### config.mk
export PLATFORM = sky130hd
export DESIGN_NAME = differential_drive_pid_steering_core_flat
export DESIGN_NICKNAME = d
export VERILOG_FILES = /design/src/sv/dds_pkg.sv /design/src/sv/dds_if.sv /design/src/sv/dds_lane.sv /design/src/sv/dds_err.sv /design/src/sv/dds_pid.sv /design/src/sv/differential_drive_pid_steering_core.sv /design/src/flat_wrapper.sv
export SDC_FILE = /design/constraint.sdc
export NUM_CORES = 2
export LEC_CHECK = 0
export BUFFER_PORTS_ARGS = -buffer_cell sky130_fd_sc_hd__buf_2
export CAP_MARGIN = 0
export CORE_ASPECT_RATIO = 1.25
export CORE_UTILIZATION = 45
export DETAILED_ROUTE_END_ITERATION = 8
export HOLD_SLACK_MARGIN = 0.12
export SYNTH_ARGS = -nofsm -noshare
export SYNTH_HDL_FRONTEND = slang
export SYNTH_HIERARCHICAL = 1
export SYNTH_SLANG_ARGS = --single-unit
### constraint.sdc
create_clock -name clk -period 14.8 [get_ports clk]
set_clock_uncertainty 0.1 [all_clocks]
set_input_delay 0.74 -clock clk [delete_from_list [all_inputs] [get_ports clk]]
set_output_delay 0.74 -clock clk [all_outputs]
set_load 0.01 [all_outputs]
### src/sv/dds_pkg.sv
// dds_pkg: shared constants, types and helpers of the differential drive pid steering core
// no dependencies; compiled first
`default_nettype none

package dds_pkg;

	// sensor row and sample format
	localparam int SAMPLE_BITS_DEF = 10;
	localparam int LINE_SENSORS    = 7;
	localparam int CENTER_IDX      = (LINE_SENSORS - 1) / 2;
	localparam int WGT_W           = 4;   // lane weight, -3..3
	localparam int LSUM_W          = 6;   // sum of lane weights

	// configuration port
	localparam int CFG_IDX_W  = 3;
	localparam int CFG_DATA_W = 16;
	localparam int GAIN_W     = 16;
	localparam int THR_W      = 10;
	localparam int SPEED_W    = 12;

	localparam logic [CFG_IDX_W-1:0] REG_MODE      = 3'd0;
	localparam logic [CFG_IDX_W-1:0] REG_KP        = 3'd1;
	localparam logic [CFG_IDX_W-1:0] REG_KI        = 3'd2;
	localparam logic [CFG_IDX_W-1:0] REG_KD        = 3'd3;
	localparam logic [CFG_IDX_W-1:0] REG_THRESHOLD = 3'd4;
	localparam logic [CFG_IDX_W-1:0] REG_SETPOINT  = 3'd5;
	localparam logic [CFG_IDX_W-1:0] REG_BASE      = 3'd6;
	localparam logic [CFG_IDX_W-1:0] REG_MAX       = 3'd7;

	localparam logic [GAIN_W-1:0]  RST_KP        = 16'd512;
	localparam logic [GAIN_W-1:0]  RST_KI        = 16'd0;
	localparam logic [GAIN_W-1:0]  RST_KD        = 16'd256;
	localparam logic [THR_W-1:0]   RST_THRESHOLD = 10'd446;
	localparam logic [THR_W-1:0]   RST_SETPOINT  = 10'd690;
	localparam logic [SPEED_W-1:0] RST_BASE      = 12'd1280;
	localparam logic [SPEED_W-1:0] RST_MAX       = 12'd2560;

	// pid arithmetic
	localparam int SUM_W   = 24;
	localparam int TERM_W  = 43;
	localparam int CLIP_W  = 14;          // steering term clipped to +-SPEED_LIM
	localparam int SPEED_LIM = 8191;      // beyond this every speed saturates
	localparam int SPD_X_W = CLIP_W + 1;  // base +- clipped term

	// wall mode scaling: trunc(term / 1000) by reciprocal multiply
	localparam int WALL_DIV    = 1000;
	localparam int MAG_W       = 23;
	localparam int MAG_CAP     = SPEED_LIM * WALL_DIV + WALL_DIV - 1;
	localparam int Q_W         = 13;
	localparam int RECIP_W     = 24;
	localparam int RECIP_SHIFT = 33;
	localparam logic [RECIP_W-1:0] RECIP = 24'd8589935;  // ceil(2^33 / 1000)

	typedef struct packed {
		logic               mode;
		logic [GAIN_W-1:0]  kp_gain;
		logic [GAIN_W-1:0]  ki_gain;
		logic [GAIN_W-1:0]  kd_gain;
		logic [THR_W-1:0]   line_threshold;
		logic [THR_W-1:0]   wall_setpoint;
		logic [SPEED_W-1:0] base_speed;
		logic [SPEED_W-1:0] top_speed;
	} cfg_t;

	// per-stage load enables of the datapath
	typedef struct packed {
		logic en_s2;
		logic en_s3;
		logic en_s4;
		logic en_s5;
		logic en_s6;
	} pipe_ctl_t;

	// error width: wall error is a difference of two unsigned values
	function automatic int err_width(input int sample_bits);
		return ((sample_bits > THR_W) ? sample_bits : THR_W) + 1;
	endfunction

	function automatic logic signed [WGT_W-1:0] lane_weight(input int idx);
		return WGT_W'(idx - CENTER_IDX);
	endfunction

	function automatic logic [SPEED_W-1:0] clamp_speed(
		input logic signed [SPD_X_W-1:0] v,
		input logic [SPEED_W-1:0]        max_spd
	);
		logic signed [SPD_X_W-1:0] max_x;
		max_x = $signed({{(SPD_X_W-SPEED_W){1'b0}}, max_spd});
		if (v < 0) begin
			return '0;
		end else if (v > max_x) begin
			return max_spd;
		end else begin
			return v[SPEED_W-1:0];
		end
	endfunction

endpackage

`default_nettype wire

### src/sv/dds_if.sv
// dds_sensor_if and dds_speed_if: valid/ready channels of the steering core
// depends on dds_pkg
`default_nettype none

interface dds_sensor_if #(
	parameter int SAMPLE_BITS = dds_pkg::SAMPLE_BITS_DEF
);
	import dds_pkg::*;

	logic                   valid;
	logic                   ready;
	logic [SAMPLE_BITS-1:0] ir_sample_0;
	logic [SAMPLE_BITS-1:0] ir_sample_1;
	logic [SAMPLE_BITS-1:0] ir_sample_2;
	logic [SAMPLE_BITS-1:0] ir_sample_3;
	logic [SAMPLE_BITS-1:0] ir_sample_4;
	logic [SAMPLE_BITS-1:0] ir_sample_5;
	logic [SAMPLE_BITS-1:0] ir_sample_6;
	logic [SAMPLE_BITS-1:0] sonar_left;

	modport source (
		output valid, ir_sample_0, ir_sample_1, ir_sample_2, ir_sample_3,
		       ir_sample_4, ir_sample_5, ir_sample_6, sonar_left,
		input  ready
	);
	modport sink (
		input  valid, ir_sample_0, ir_sample_1, ir_sample_2, ir_sample_3,
		       ir_sample_4, ir_sample_5, ir_sample_6, sonar_left,
		output ready
	);
endinterface

interface dds_speed_if;
	import dds_pkg::*;

	logic               valid;
	logic               ready;
	logic [SPEED_W-1:0] right_speed;
	logic [SPEED_W-1:0] left_speed;

	modport source (output valid, right_speed, left_speed, input ready);
	modport sink (input valid, right_speed, left_speed, output ready);
endinterface

`default_nettype wire

### src/sv/dds_lane.sv
// dds_lane: one infrared sensor lane, threshold compare and weight
// depends on dds_pkg
`default_nettype none

module dds_lane #(
	parameter int                               SAMPLE_BITS = dds_pkg::SAMPLE_BITS_DEF,
	parameter logic signed [dds_pkg::WGT_W-1:0] WEIGHT      = '0
) (
	input  wire logic [SAMPLE_BITS-1:0]          sample,
	input  wire logic [dds_pkg::THR_W-1:0]       threshold,
	output logic signed [dds_pkg::WGT_W-1:0]     contrib
);
	import dds_pkg::*;

	localparam int CMP_W = err_width(SAMPLE_BITS) - 1;

	logic seen;

	// line seen when the reflection is darker than the threshold
	assign seen    = CMP_W'(sample) < CMP_W'(threshold);
	assign contrib = seen ? WEIGHT : '0;
endmodule

`default_nettype wire

### src/sv/dds_err.sv
// dds_err: sensor lanes, merge into the steering error, saturating error sum
// depends on dds_pkg and dds_lane
`default_nettype none

module dds_err #(
	parameter int SAMPLE_BITS = dds_pkg::SAMPLE_BITS_DEF
) (
	input  wire logic                                  clk,
	input  wire logic                                  arst_n,
	input  wire logic                                  accept,
	input  wire logic                                  clear,
	input  wire logic                                  mode,
	input  wire logic [dds_pkg::THR_W-1:0]             line_threshold,
	input  wire logic [dds_pkg::THR_W-1:0]             wall_setpoint,
	input  wire logic [dds_pkg::LINE_SENSORS-1:0][SAMPLE_BITS-1:0] ir,
	input  wire logic [SAMPLE_BITS-1:0]                sonar,
	output logic signed [dds_pkg::err_width(SAMPLE_BITS)-1:0] err_s1,
	output logic signed [dds_pkg::SUM_W-1:0]                  sum_s1,
	output logic signed [dds_pkg::err_width(SAMPLE_BITS):0]   diff_s1
);
	import dds_pkg::*;

	localparam int ERR_W = err_width(SAMPLE_BITS);
	localparam int EXT_W = ERR_W - 1;

	logic signed [WGT_W-1:0]  contrib [LINE_SENSORS];
	logic signed [LSUM_W-1:0] line_err;
	logic signed [ERR_W-1:0]  wall_err;
	logic signed [ERR_W-1:0]  err;
	logic signed [SUM_W:0]    sum_ext;
	logic signed [SUM_W-1:0]  sum_sat;
	logic signed [ERR_W:0]    diff;
	logic signed [ERR_W-1:0]  last_error_q;
	logic signed [SUM_W-1:0]  error_sum_q;

	for (genvar g = 0; g < LINE_SENSORS; g++) begin : g_lane
		dds_lane #(
			.SAMPLE_BITS(SAMPLE_BITS),
			.WEIGHT     (lane_weight(g))
		) u_lane (
			.sample   (ir[g]),
			.threshold(line_threshold),
			.contrib  (contrib[g])
		);
	end

	// merge the lane weights
	always_comb begin
		line_err = '0;
		for (int i = 0; i < LINE_SENSORS; i++) begin
			line_err = line_err + $signed({{(LSUM_W-WGT_W){contrib[i][WGT_W-1]}}, contrib[i]});
		end
	end

	assign wall_err = $signed({1'b0, EXT_W'(wall_setpoint)}) - $signed({1'b0, EXT_W'(sonar)});
	assign err = mode ? wall_err
	                  : $signed({{(ERR_W-LSUM_W){line_err[LSUM_W-1]}}, line_err});

	assign sum_ext = $signed({error_sum_q[SUM_W-1], error_sum_q})
	               + $signed({{(SUM_W+1-ERR_W){err[ERR_W-1]}}, err});

	always_comb begin
		if (sum_ext[SUM_W] != sum_ext[SUM_W-1]) begin
			sum_sat = sum_ext[SUM_W] ? $signed({1'b1, {(SUM_W-1){1'b0}}})
			                         : $signed({1'b0, {(SUM_W-1){1'b1}}});
		end else begin
			sum_sat = sum_ext[SUM_W-1:0];
		end
	end

	assign diff = $signed({err[ERR_W-1], err}) - $signed({last_error_q[ERR_W-1], last_error_q});

	always_ff @(posedge clk or negedge arst_n) begin
		if (!arst_n) begin
			last_error_q <= '0;
			error_sum_q  <= '0;
		end else if (clear) begin
			last_error_q <= '0;
			error_sum_q  <= '0;
		end else if (accept) begin
			last_error_q <= err;
			error_sum_q  <= sum_sat;
		end
	end

	always_ff @(posedge clk) begin
		if (accept) begin
			err_s1  <= err;
			sum_s1  <= sum_sat;
			diff_s1 <= diff;
		end
	end
endmodule

`default_nettype wire

### src/sv/dds_pid.sv
// dds_pid: gain multiplies, term add, wall scaling and speed clamp pipeline
// depends on dds_pkg
`default_nettype none

module dds_pid #(
	parameter int SAMPLE_BITS = dds_pkg::SAMPLE_BITS_DEF
) (
	input  wire logic                                        clk,
	input  wire dds_pkg::pipe_ctl_t                          ctl,
	input  wire dds_pkg::cfg_t                               cfg,
	input  wire logic signed [dds_pkg::err_width(SAMPLE_BITS)-1:0] err_s1,
	input  wire logic signed [dds_pkg::SUM_W-1:0]            sum_s1,
	input  wire logic signed [dds_pkg::err_width(SAMPLE_BITS):0]   diff_s1,
	output logic [dds_pkg::SPEED_W-1:0]                      right_speed_s6,
	output logic [dds_pkg::SPEED_W-1:0]                      left_speed_s6
);
	import dds_pkg::*;

	localparam int ERR_W = err_width(SAMPLE_BITS);
	localparam int P_W   = ERR_W + GAIN_W + 1;
	localparam int I_W   = SUM_W + GAIN_W + 1;
	localparam int D_W   = ERR_W + GAIN_W + 2;
	localparam logic signed [TERM_W-1:0] LIM_HI = TERM_W'(SPEED_LIM);
	localparam logic signed [TERM_W-1:0] LIM_LO = -LIM_HI;
	localparam logic [TERM_W-1:0]        CAP    = TERM_W'(MAG_CAP);

	logic signed [P_W-1:0]     p_s2;
	logic signed [I_W-1:0]     i_s2;
	logic signed [D_W-1:0]     d_s2;
	logic signed [TERM_W-1:0]  term_s3;
	logic [TERM_W-1:0]         abs_term;
	logic [MAG_W-1:0]          mag_s4;
	logic                      neg_s4;
	logic signed [CLIP_W-1:0]  clip_s4;
	logic [MAG_W+RECIP_W-1:0]  prod;
	logic [Q_W-1:0]            q_s5;
	logic                      neg_s5;
	logic signed [CLIP_W-1:0]  clip_s5;
	logic signed [CLIP_W-1:0]  steer;
	logic signed [SPD_X_W-1:0] base_x;
	logic signed [SPD_X_W-1:0] plus;
	logic signed [SPD_X_W-1:0] minus;

	// gain products
	always_ff @(posedge clk) begin
		if (ctl.en_s2) begin
			p_s2 <= $signed({1'b0, cfg.kp_gain}) * err_s1;
			i_s2 <= $signed({1'b0, cfg.ki_gain}) * sum_s1;
			d_s2 <= $signed({1'b0, cfg.kd_gain}) * diff_s1;
		end
	end

	always_ff @(posedge clk) begin
		if (ctl.en_s3) begin
			term_s3 <= TERM_W'(p_s2) + TERM_W'(i_s2) + TERM_W'(d_s2);
		end
	end

	// clip to the range where the clamp still decides the result
	assign abs_term = term_s3[TERM_W-1] ? TERM_W'(-term_s3) : TERM_W'(term_s3);

	always_ff @(posedge clk) begin
		if (ctl.en_s4) begin
			neg_s4 <= term_s3[TERM_W-1];
			mag_s4 <= (abs_term > CAP) ? MAG_W'(MAG_CAP) : abs_term[MAG_W-1:0];
			if (term_s3 > LIM_HI) begin
				clip_s4 <= LIM_HI[CLIP_W-1:0];
			end else if (term_s3 < LIM_LO) begin
				clip_s4 <= LIM_LO[CLIP_W-1:0];
			end else begin
				clip_s4 <= term_s3[CLIP_W-1:0];
			end
		end
	end

	// floor(mag / 1000), exact over the capped range
	assign prod = (MAG_W+RECIP_W)'(mag_s4) * (MAG_W+RECIP_W)'(RECIP);

	always_ff @(posedge clk) begin
		if (ctl.en_s5) begin
			q_s5    <= prod[RECIP_SHIFT+Q_W-1:RECIP_SHIFT];
			neg_s5  <= neg_s4;
			clip_s5 <= clip_s4;
		end
	end

	// quotient truncated toward zero in wall mode
	always_comb begin
		if (cfg.mode) begin
			steer = neg_s5 ? -$signed({1'b0, q_s5}) : $signed({1'b0, q_s5});
		end else begin
			steer = clip_s5;
		end
	end

	assign base_x = $signed({{(SPD_X_W-SPEED_W){1'b0}}, cfg.base_speed});
	assign plus   = base_x + $signed({steer[CLIP_W-1], steer});
	assign minus  = base_x - $signed({steer[CLIP_W-1], steer});

	always_ff @(posedge clk) begin
		if (ctl.en_s6) begin
			right_speed_s6 <= clamp_speed(cfg.mode ? plus : minus, cfg.top_speed);
			left_speed_s6  <= clamp_speed(cfg.mode ? minus : plus, cfg.top_speed);
		end
	end
endmodule

`default_nettype wire

### src/sv/differential_drive_pid_steering_core.sv
// differential_drive_pid_steering_core: top level of the pid steering block
// depends on dds_pkg, dds_if, dds_err (with dds_lane) and dds_pid
`default_nettype none

// One sensor transfer in, one wheel speed transfer out. Each transfer on the
// sensor channel carries seven infrared samples and a left sonar sample; the
// block answers with right and left wheel speeds in unsigned Q4.8, clamped to
// [0, top_speed]. A new transfer is taken every clock cycle while the speed
// channel does not stall. The rate is set by the error stage: the steering
// error and the saturating error sum of one transfer are formed and stored in
// the cycle it is taken, so the next transfer sees them at once. The seven
// infrared lanes compare in parallel and a merge adds their weights (-3 .. 3,
// left to right). After that the three gain products (in one shared stage),
// the term add, the wall mode divide by 1000 (a reciprocal multiply on the
// clipped magnitude) and the clamp each own a pipeline stage. Each stage holds
// its item until the next one frees up, so a waiting result does not block
// accepting further transfers while bubbles remain in the pipe. Configuration
// registers are written through cfg_we, cfg_index and cfg_data; the user must
// do so only while the block is idle; the block itself does not enforce it.
// A mode register write also clears the stored previous error and error sum.
module differential_drive_pid_steering_core #(
	parameter int SAMPLE_BITS = dds_pkg::SAMPLE_BITS_DEF
) (
	input  wire logic                            clk,
	input  wire logic                            arst_n,
	input  wire logic                            cfg_we,
	input  wire logic [dds_pkg::CFG_IDX_W-1:0]   cfg_index,
	input  wire logic [dds_pkg::CFG_DATA_W-1:0]  cfg_data,
	dds_sensor_if.sink                           sensors,
	dds_speed_if.source                          speeds
);
	import dds_pkg::*;

	localparam int ERR_W   = err_width(SAMPLE_BITS);
	localparam int NSTAGES = 6;

	cfg_t cfg_q;

	logic [NSTAGES:1] vld_q;
	logic [NSTAGES:1] en;
	logic             accept;
	logic             clear;
	pipe_ctl_t        ctl;

	logic [LINE_SENSORS-1:0][SAMPLE_BITS-1:0] ir;

	logic signed [ERR_W-1:0] err_s1;
	logic signed [SUM_W-1:0] sum_s1;
	logic signed [ERR_W:0]   diff_s1;
	logic [SPEED_W-1:0]      right_speed_s6;
	logic [SPEED_W-1:0]      left_speed_s6;

	// configuration registers
	always_ff @(posedge clk or negedge arst_n) begin
		if (!arst_n) begin
			cfg_q.mode           <= 1'b0;
			cfg_q.kp_gain        <= RST_KP;
			cfg_q.ki_gain        <= RST_KI;
			cfg_q.kd_gain        <= RST_KD;
			cfg_q.line_threshold <= RST_THRESHOLD;
			cfg_q.wall_setpoint  <= RST_SETPOINT;
			cfg_q.base_speed     <= RST_BASE;
			cfg_q.top_speed      <= RST_MAX;
		end else if (cfg_we) begin
			unique case (cfg_index)
				REG_MODE:      cfg_q.mode           <= cfg_data[0];
				REG_KP:        cfg_q.kp_gain        <= cfg_data[GAIN_W-1:0];
				REG_KI:        cfg_q.ki_gain        <= cfg_data[GAIN_W-1:0];
				REG_KD:        cfg_q.kd_gain        <= cfg_data[GAIN_W-1:0];
				REG_THRESHOLD: cfg_q.line_threshold <= cfg_data[THR_W-1:0];
				REG_SETPOINT:  cfg_q.wall_setpoint  <= cfg_data[THR_W-1:0];
				REG_BASE:      cfg_q.base_speed     <= cfg_data[SPEED_W-1:0];
				REG_MAX:       cfg_q.top_speed      <= cfg_data[SPEED_W-1:0];
				default:       cfg_q.mode           <= cfg_q.mode;
			endcase
		end
	end

	// mode change restarts the controller history
	assign clear = cfg_we && (cfg_index == REG_MODE);

	// stage advance: a stage loads when it is empty or its successor loads
	always_comb begin
		en[NSTAGES] = !vld_q[NSTAGES] || speeds.ready;
		for (int k = NSTAGES - 1; k >= 1; k--) begin
			en[k] = !vld_q[k] || en[k+1];
		end
	end

	assign sensors.ready = en[1];
	assign accept        = sensors.valid && en[1];

	always_ff @(posedge clk or negedge arst_n) begin
		if (!arst_n) begin
			vld_q <= '0;
		end else begin
			if (en[1]) begin
				vld_q[1] <= sensors.valid;
			end
			for (int k = 2; k <= NSTAGES; k++) begin
				if (en[k]) begin
					vld_q[k] <= vld_q[k-1];
				end
			end
		end
	end

	assign ctl.en_s2 = en[2];
	assign ctl.en_s3 = en[3];
	assign ctl.en_s4 = en[4];
	assign ctl.en_s5 = en[5];
	assign ctl.en_s6 = en[6];

	// infrared row, leftmost sensor in lane 0
	assign ir[0] = sensors.ir_sample_0;
	assign ir[1] = sensors.ir_sample_1;
	assign ir[2] = sensors.ir_sample_2;
	assign ir[3] = sensors.ir_sample_3;
	assign ir[4] = sensors.ir_sample_4;
	assign ir[5] = sensors.ir_sample_5;
	assign ir[6] = sensors.ir_sample_6;

	// lanes, merge and stored error history
	dds_err #(
		.SAMPLE_BITS(SAMPLE_BITS)
	) u_err (
		.clk           (clk),
		.arst_n        (arst_n),
		.accept        (accept),
		.clear         (clear),
		.mode          (cfg_q.mode),
		.line_threshold(cfg_q.line_threshold),
		.wall_setpoint (cfg_q.wall_setpoint),
		.ir            (ir),
		.sonar         (sensors.sonar_left),
		.err_s1        (err_s1),
		.sum_s1        (sum_s1),
		.diff_s1       (diff_s1)
	);

	// gains, scaling and clamp
	dds_pid #(
		.SAMPLE_BITS(SAMPLE_BITS)
	) u_pid (
		.clk           (clk),
		.ctl           (ctl),
		.cfg           (cfg_q),
		.err_s1        (err_s1),
		.sum_s1        (sum_s1),
		.diff_s1       (diff_s1),
		.right_speed_s6(right_speed_s6),
		.left_speed_s6 (left_speed_s6)
	);

	// output register is the last stage
	assign speeds.valid       = vld_q[NSTAGES];
	assign speeds.right_speed = right_speed_s6;
	assign speeds.left_speed  = left_speed_s6;
endmodule

`default_nettype wire

### src/flat_wrapper.sv
// flat-port wrapper written by rule: the top's interface ports become plain ports
module differential_drive_pid_steering_core_flat import dds_pkg::*;
#(
	parameter int SAMPLE_BITS = dds_pkg::SAMPLE_BITS_DEF
)
  (clk, arst_n, cfg_we, cfg_index, cfg_data, sensors_valid, sensors_ir_sample_0, sensors_ir_sample_1, sensors_ir_sample_2, sensors_ir_sample_3, sensors_ir_sample_4, sensors_ir_sample_5, sensors_ir_sample_6, sensors_sonar_left, sensors_ready, speeds_valid, speeds_right_speed, speeds_left_speed, speeds_ready);
  dds_sensor_if #(.SAMPLE_BITS(SAMPLE_BITS)) sensors_i ();
  dds_speed_if speeds_i ();
  input  wire logic clk;
  input  wire logic arst_n;
  input  wire logic cfg_we;
  input  wire logic [dds_pkg::CFG_IDX_W-1:0] cfg_index;
  input  wire logic [dds_pkg::CFG_DATA_W-1:0] cfg_data;
  input wire logic [$bits(sensors_i.valid)-1:0] sensors_valid;
  input wire logic [$bits(sensors_i.ir_sample_0)-1:0] sensors_ir_sample_0;
  input wire logic [$bits(sensors_i.ir_sample_1)-1:0] sensors_ir_sample_1;
  input wire logic [$bits(sensors_i.ir_sample_2)-1:0] sensors_ir_sample_2;
  input wire logic [$bits(sensors_i.ir_sample_3)-1:0] sensors_ir_sample_3;
  input wire logic [$bits(sensors_i.ir_sample_4)-1:0] sensors_ir_sample_4;
  input wire logic [$bits(sensors_i.ir_sample_5)-1:0] sensors_ir_sample_5;
  input wire logic [$bits(sensors_i.ir_sample_6)-1:0] sensors_ir_sample_6;
  input wire logic [$bits(sensors_i.sonar_left)-1:0] sensors_sonar_left;
  output wire logic [$bits(sensors_i.ready)-1:0] sensors_ready;
  output wire logic [$bits(speeds_i.valid)-1:0] speeds_valid;
  output wire logic [$bits(speeds_i.right_speed)-1:0] speeds_right_speed;
  output wire logic [$bits(speeds_i.left_speed)-1:0] speeds_left_speed;
  input wire logic [$bits(speeds_i.ready)-1:0] speeds_ready;
  assign sensors_i.valid = sensors_valid;
  assign sensors_i.ir_sample_0 = sensors_ir_sample_0;
  assign sensors_i.ir_sample_1 = sensors_ir_sample_1;
  assign sensors_i.ir_sample_2 = sensors_ir_sample_2;
  assign sensors_i.ir_sample_3 = sensors_ir_sample_3;
  assign sensors_i.ir_sample_4 = sensors_ir_sample_4;
  assign sensors_i.ir_sample_5 = sensors_ir_sample_5;
  assign sensors_i.ir_sample_6 = sensors_ir_sample_6;
  assign sensors_i.sonar_left = sensors_sonar_left;
  assign sensors_ready = sensors_i.ready;
  assign speeds_valid = speeds_i.valid;
  assign speeds_right_speed = speeds_i.right_speed;
  assign speeds_left_speed = speeds_i.left_speed;
  assign speeds_i.ready = speeds_ready;
  differential_drive_pid_steering_core #(.SAMPLE_BITS(SAMPLE_BITS)) u_core (.clk(clk), .arst_n(arst_n), .cfg_we(cfg_we), .cfg_index(cfg_index), .cfg_data(cfg_data), .sensors(sensors_i), .speeds(speeds_i));
endmodule
---- Yosys cells after proc, flatten, opt, wreduce, memory -nomap -nowiden ----
Cells that the tools add are included.
cells by class
  add/subtract/negate cells ............... 14
  multipliers ............................. 4
  $lt $le $gt $ge ......................... 13
  eq/ne operators ......................... 8
  mux-type cells .......................... 21
  reduce and logical (&&, ||, !) cells .... 25
operators with widths
  kind                      number
  $mux W24                  4
  $lt A10 B10 Y1            6
  $mul A23 B24 Y46 const B  1
  $add A42 B29 Y43          1
  $gt A43 B14 Y1 const B    1
  $gt A43 B23 Y1 const B    1
  $lt A43 B14 Y1 const B    1
  $mux W43                  1
  $neg A43 Y43              1
  $add A28 B41 Y42          1
  $mux W14                  3
  $mul A17 B24 Y41          1
  $mux W11                  3
  $gt A15 B13 Y1            2
  $lt A15 B1 Y1 const B     2
  $mux W15                  2
  $mul A17 B12 Y29          1
  $mul A17 B11 Y28          1
  $add A24 B11 Y25          1
  $mux W12                  2
  $add A6 B4 Y6             3
  $reduce_and A2 Y1         8
  $add A13 B14 Y15          1
  $sub A13 B14 Y15          1
  18 further kinds          36
storage, ports and cells
  register bits after elaboration ......... 412
  input port bits ......................... 104
  output and inout port bits .............. 26
  logic and storage cells ................. 117

---- Longest topological paths before layout ----
  depth in word-level cells ............... 13
  mapped depth ............................ 35
  depth with buffers taken out ............ 34

---- Hierarchy ----
The synthesis kept the hierarchy.
by module, submodules not included
  module                                         times used  cells an instance  area an instance (um^2)  seq. area each (um^2)
  dds_pid                                        1           4982               47739.5                  6936.7
  dds_err                                        1           614                6189.7                   2287.2
  differential_drive_pid_steering_core           1           226                3895.0                   2499.9
  dds_lane at u_core.u_err.g_lane[0].u_lane ...  5           36                 261.5                    0.0
  dds_lane at u_core.u_err.g_lane[2].u_lane      1           35                 257.7                    0.0
  dds_lane at u_core.u_err.g_lane[3].u_lane      1           5                  33.8                     0.0

---- Worst setup path before layout ----
Ideal clock, no wire load.
  kind .................................... in2reg
  start point ............................. input port sensors_ir_sample_2[4]
  end point ............................... register u_core/u_err/sum_s1[10] (netlist bit), data pin
  setup time .............................. 0.255 ns
  data arrival time ....................... 7.634 ns
  required time ........................... 14.445 ns
  path slack .............................. 6.811 ns
  stages .................................. 32
  path buffers ............................ 3
  cell sequence ........................... ha_1 a21oi_1 nand2_1 o2bb2ai_1 a21oi_1 buf_4 inv_1 fa_1 inv_1 fa_1 fa_1 fa_1 inv_1 fa_1 inv_1 a21o_1 a21oi_1 xnor2_1 nor2_1 nor2_1 ha_1 buf_2 a21oi_1 o21ai_0 a21oi_1 o221ai_1 a221o_1 a21o_1 and3_1 nor2_8 buf_4 nand2_1
RTL lines
  what                  line                source
  from (decl)           flat_wrapper.sv:17  input wire logic [$bits(sensors_i.ir_sample_2)-1:0] sensors_ir_sample_2;
  to (signal assigned)  dds_err.sv:89       sum_s1 <= sum_sat;
  to (decl)             dds_err.sv:18       output logic signed [dds_pkg::SUM_W-1:0] sum_s1,

==> summary.txt <==
Outcome
  • Status: finished clean

Die
  • Die area: 134,000 um2
  • DIE HEIGHT: 408 um
  • Core ar.: 131,000 um2
  • Starting Density: 0.455
  • DIE WIDTH: 327 um
  • Io pins: 130
  • Placement Rows: 148

Routing
  • Antenna viol nets, final: 0
  • DR DRC count: 0
  • Iteration-0 DRC Markers: 2,292
  • First-pass DRT Iterations: 7
  • Drt wl/cell: 19.0 um
  • DRT Wirelength: 148,000 um
  • Vias: 41.1k
  • Vias/cell: 5.26

STA
  • Setup TNS: 0 ps
  • Fin crit period: 9790 ps
  • RSZ-0062 raised after global routing: false
  • Hold Violations, Final: 0
  • Setup WS post-layout: 5010 ps
  • F_max: 102 MHz
  • Least-Margin Pin Slew: 1130 ps
  • Max-slew headroom: 0.227
  • Final setup viols: 0
  • Slew Viols, Final: 0
  • Tcrit/Tclk final: 0.661

Cells and area
  • Area delta synth->final: 6.25%
  • # fillers: 12.4k
  • Commonest non-fill, non-tap cells in the layout: inv_1 (1,269), fa_1 (866), ha_1 (702), nand2_1 (611), and2_1 (292)
  • Register Area: 11,700 um2
  • Fin nets: 7,717
  • Multi-input gate area: 42,000 um2
  • Most common cell after layout, fill and taps aside: inv_1
  • Share of post-route cells with drive strength above 1: 0.0767

Run
  • Maxcap violations: 0

Setup path
  • CP max-delay cell: a21oi_4
  • Setup CP Type: reg -> reg
  • Worst EP required: 15,240 ps
  • Crit-path max cell delay: 740 ps
  • CP bufs+invs: 5
  • CP arrival: 10,230 ps
  • Startpoint Class: flip-flop
  • Max FO, Critical Path: 23
  • Delay-heaviest family, CP: compound AO/OA/AOI/OAI gates
  • Worst setup EP type: flip-flop

Synth
  • Cell Area, Synth: 59,400 um2
  • Ys async rst share: 0.325
  • Sequential cell area fraction in the yosys report: 0.197
  • EDFF count, synth: 278
  • Yosys Warn Count: 6
  • Post-Syn Instances: 6,042
  • Synth cell types: 107
  • Synthesis-stage register bit count: 412
  • Prevailing post-synth register cell: edfxtp_1
  • Mean Syn Cell Area: 9.84 um2

Global route
  • Total track usage: 0.229
  • Vias in the first global route: 44.3k
  • First-pass GRT wire length: 240,000 um
  • Pin count of the biggest net entering global routing: 80
  • Global route overflow: 0
  • Initial antenna violation count: 6

Clocking
  • Clk sinks: 412
  • CTS clk-pin slew, worst paths: 60 ps
  • CTS resizes: 0
  • Root buf cell: clkbuf_16
  • TritonCTS buffer count: 48
  • Post-CTS setup buffer count: 0
  • Clk_lat worst skew: 630 ps
  • CTS tree: done
  • Bufs on Longest Clock Path: 3
  • Htree depth: 2

Placement
  • IO buf count: 119
  • HPWL Detailed: 117,000 um
  • Worst slack at placement: 4830 ps
  • Gpl congestion: 0.911

Hold path
  • Worst Hold Class: in -> reg
-- synthesized netlist by cell type, drive strengths merged, types with 13 or more instances --
library cell  number  area share
edfxtp           278        0.14
a21o              76      0.0096
a31oi             23      0.0025
nand4             33      0.0035
inv             1269       0.080
or3               23      0.0027
nand3             55      0.0046
dfrtp            116       0.049
clkbuf           155      0.0098
a311oi            26      0.0060
or2               18      0.0019
fa               866        0.29
mux2i             27      0.0045
nand2            651       0.043
a211oi            30      0.0043
nand2b            61      0.0072
o21bai            29      0.0037
and3              13      0.0014
mux2             103       0.021
or4               16      0.0022
o21a              38      0.0048
a21oi            200       0.017
buf               55      0.0068
nor4              15      0.0017
o31ai             19      0.0025
nor3              43      0.0038
xor2              79       0.012
ha               702        0.15
o21ai            140       0.012
dfstp             18      0.0080
nor2             228       0.015
nor2b             27      0.0028
and2             292       0.031
xnor2            147       0.022
o211ai            16      0.0021
-- flip-flops by register name (all words and copies together) (netlist names), 12 cells and up --
register / cells
u_core/u_pid/mag_s4: 23
u_core/u_pid/q_s5: 13
u_core/u_err/error_sum_q: 24
u_core/u_pid/right_speed_s6: 12
u_core/u_pid/clip_s5: 14
u_core/cfg_q: 93
u_core/u_pid/term_s3: 43
u_core/u_pid/clip_s4: 14
u_core/u_err/diff_s1: 12
u_core/u_err/sum_s1: 24
u_core/u_pid/d_s2: 29
u_core/u_pid/p_s2: 28
u_core/u_pid/i_s2: 41
u_core/u_pid/left_speed_s6: 12
-- repair_timing --
| item | CTS | global route |
|---|---|---|
| setup endpoints to repair | 0 | 0 |
| hold buffers | 1 | 0 |
| endpoints found under the hold margin | 6 | 0 |
-- metrics by stage --
step | hold WS [ps] | instances | cell area [um2] | util
2_1_floorplan | 300 | 6050 | 59500 | -
3_3_place_gp | 302 | 7719 | 61500 | 0.471
3_5_place_dp | 305 | 7719 | 61500 | 0.471
4_1_cts | 198 | 7810 | 63100 | 0.484
5_1_grt | 227 | 7811 | 63100 | 0.484
6_report | 247 | 7811 | 63100 | 0.484
-- logic make-up after synthesis --
kind of cell,share of synthesized area
adders and majority gates,0.440
and+or+nand+nor,0.125
buffers and inverters,0.0968
AOI/OAI and AO/OA,0.0821
DFF,0.197
xor gates and xnor gates,0.0333
muxes,0.0253
other,0.000379
-- area by class of cell --
class / count / area share
multi-input combinational: 4158 / 0.665
sequential: 412 / 0.186
inverter: 1270 / 0.0755
tap: 1725 / 0.0342
clock buffer: 63 / 0.0206
timing repair buffer: 155 / 0.0139
clock inverter: 27 / 0.00468
antenna: 1 / 0.0000396
-- final timing paths --
kind | start | endpoint | slack, ps | depth (start not counted)
max in group asynchronous | arst_n | u_core/cfg_q[92] | 12490 | 3
min in group asynchronous | arst_n | u_core/vld_q[5] | 700 | 2
min | sensors_valid | u_core/vld_q[1] | 250 | 2
min reg2reg | u_core/u_pid/clip_s4[1] | u_core/u_pid/clip_s5[1] | 300 | 0
max | u_core/cfg_q[38] | u_core/u_err/error_sum_q[21] | 5010 | 31
max reg2reg | u_core/cfg_q[38] | u_core/u_err/error_sum_q[21] | 5010 | 31
-- routing by layer --
layer | GRT usage | part of all wire | up-vias
met5 | 0 | 0 | -
met4 | 0.0913 | 0.044 | 0
met3 | 0.0209 | 0.031 | 210
met2 | 0.415 | 0.52 | 716
met1 | 0.277 | 0.41 | 20900
li1 | - | - | 19300
Power is left out: the tool's default activity adds up to more than one toggle a clock period on the data nets, which glitch-free logic cannot reach.
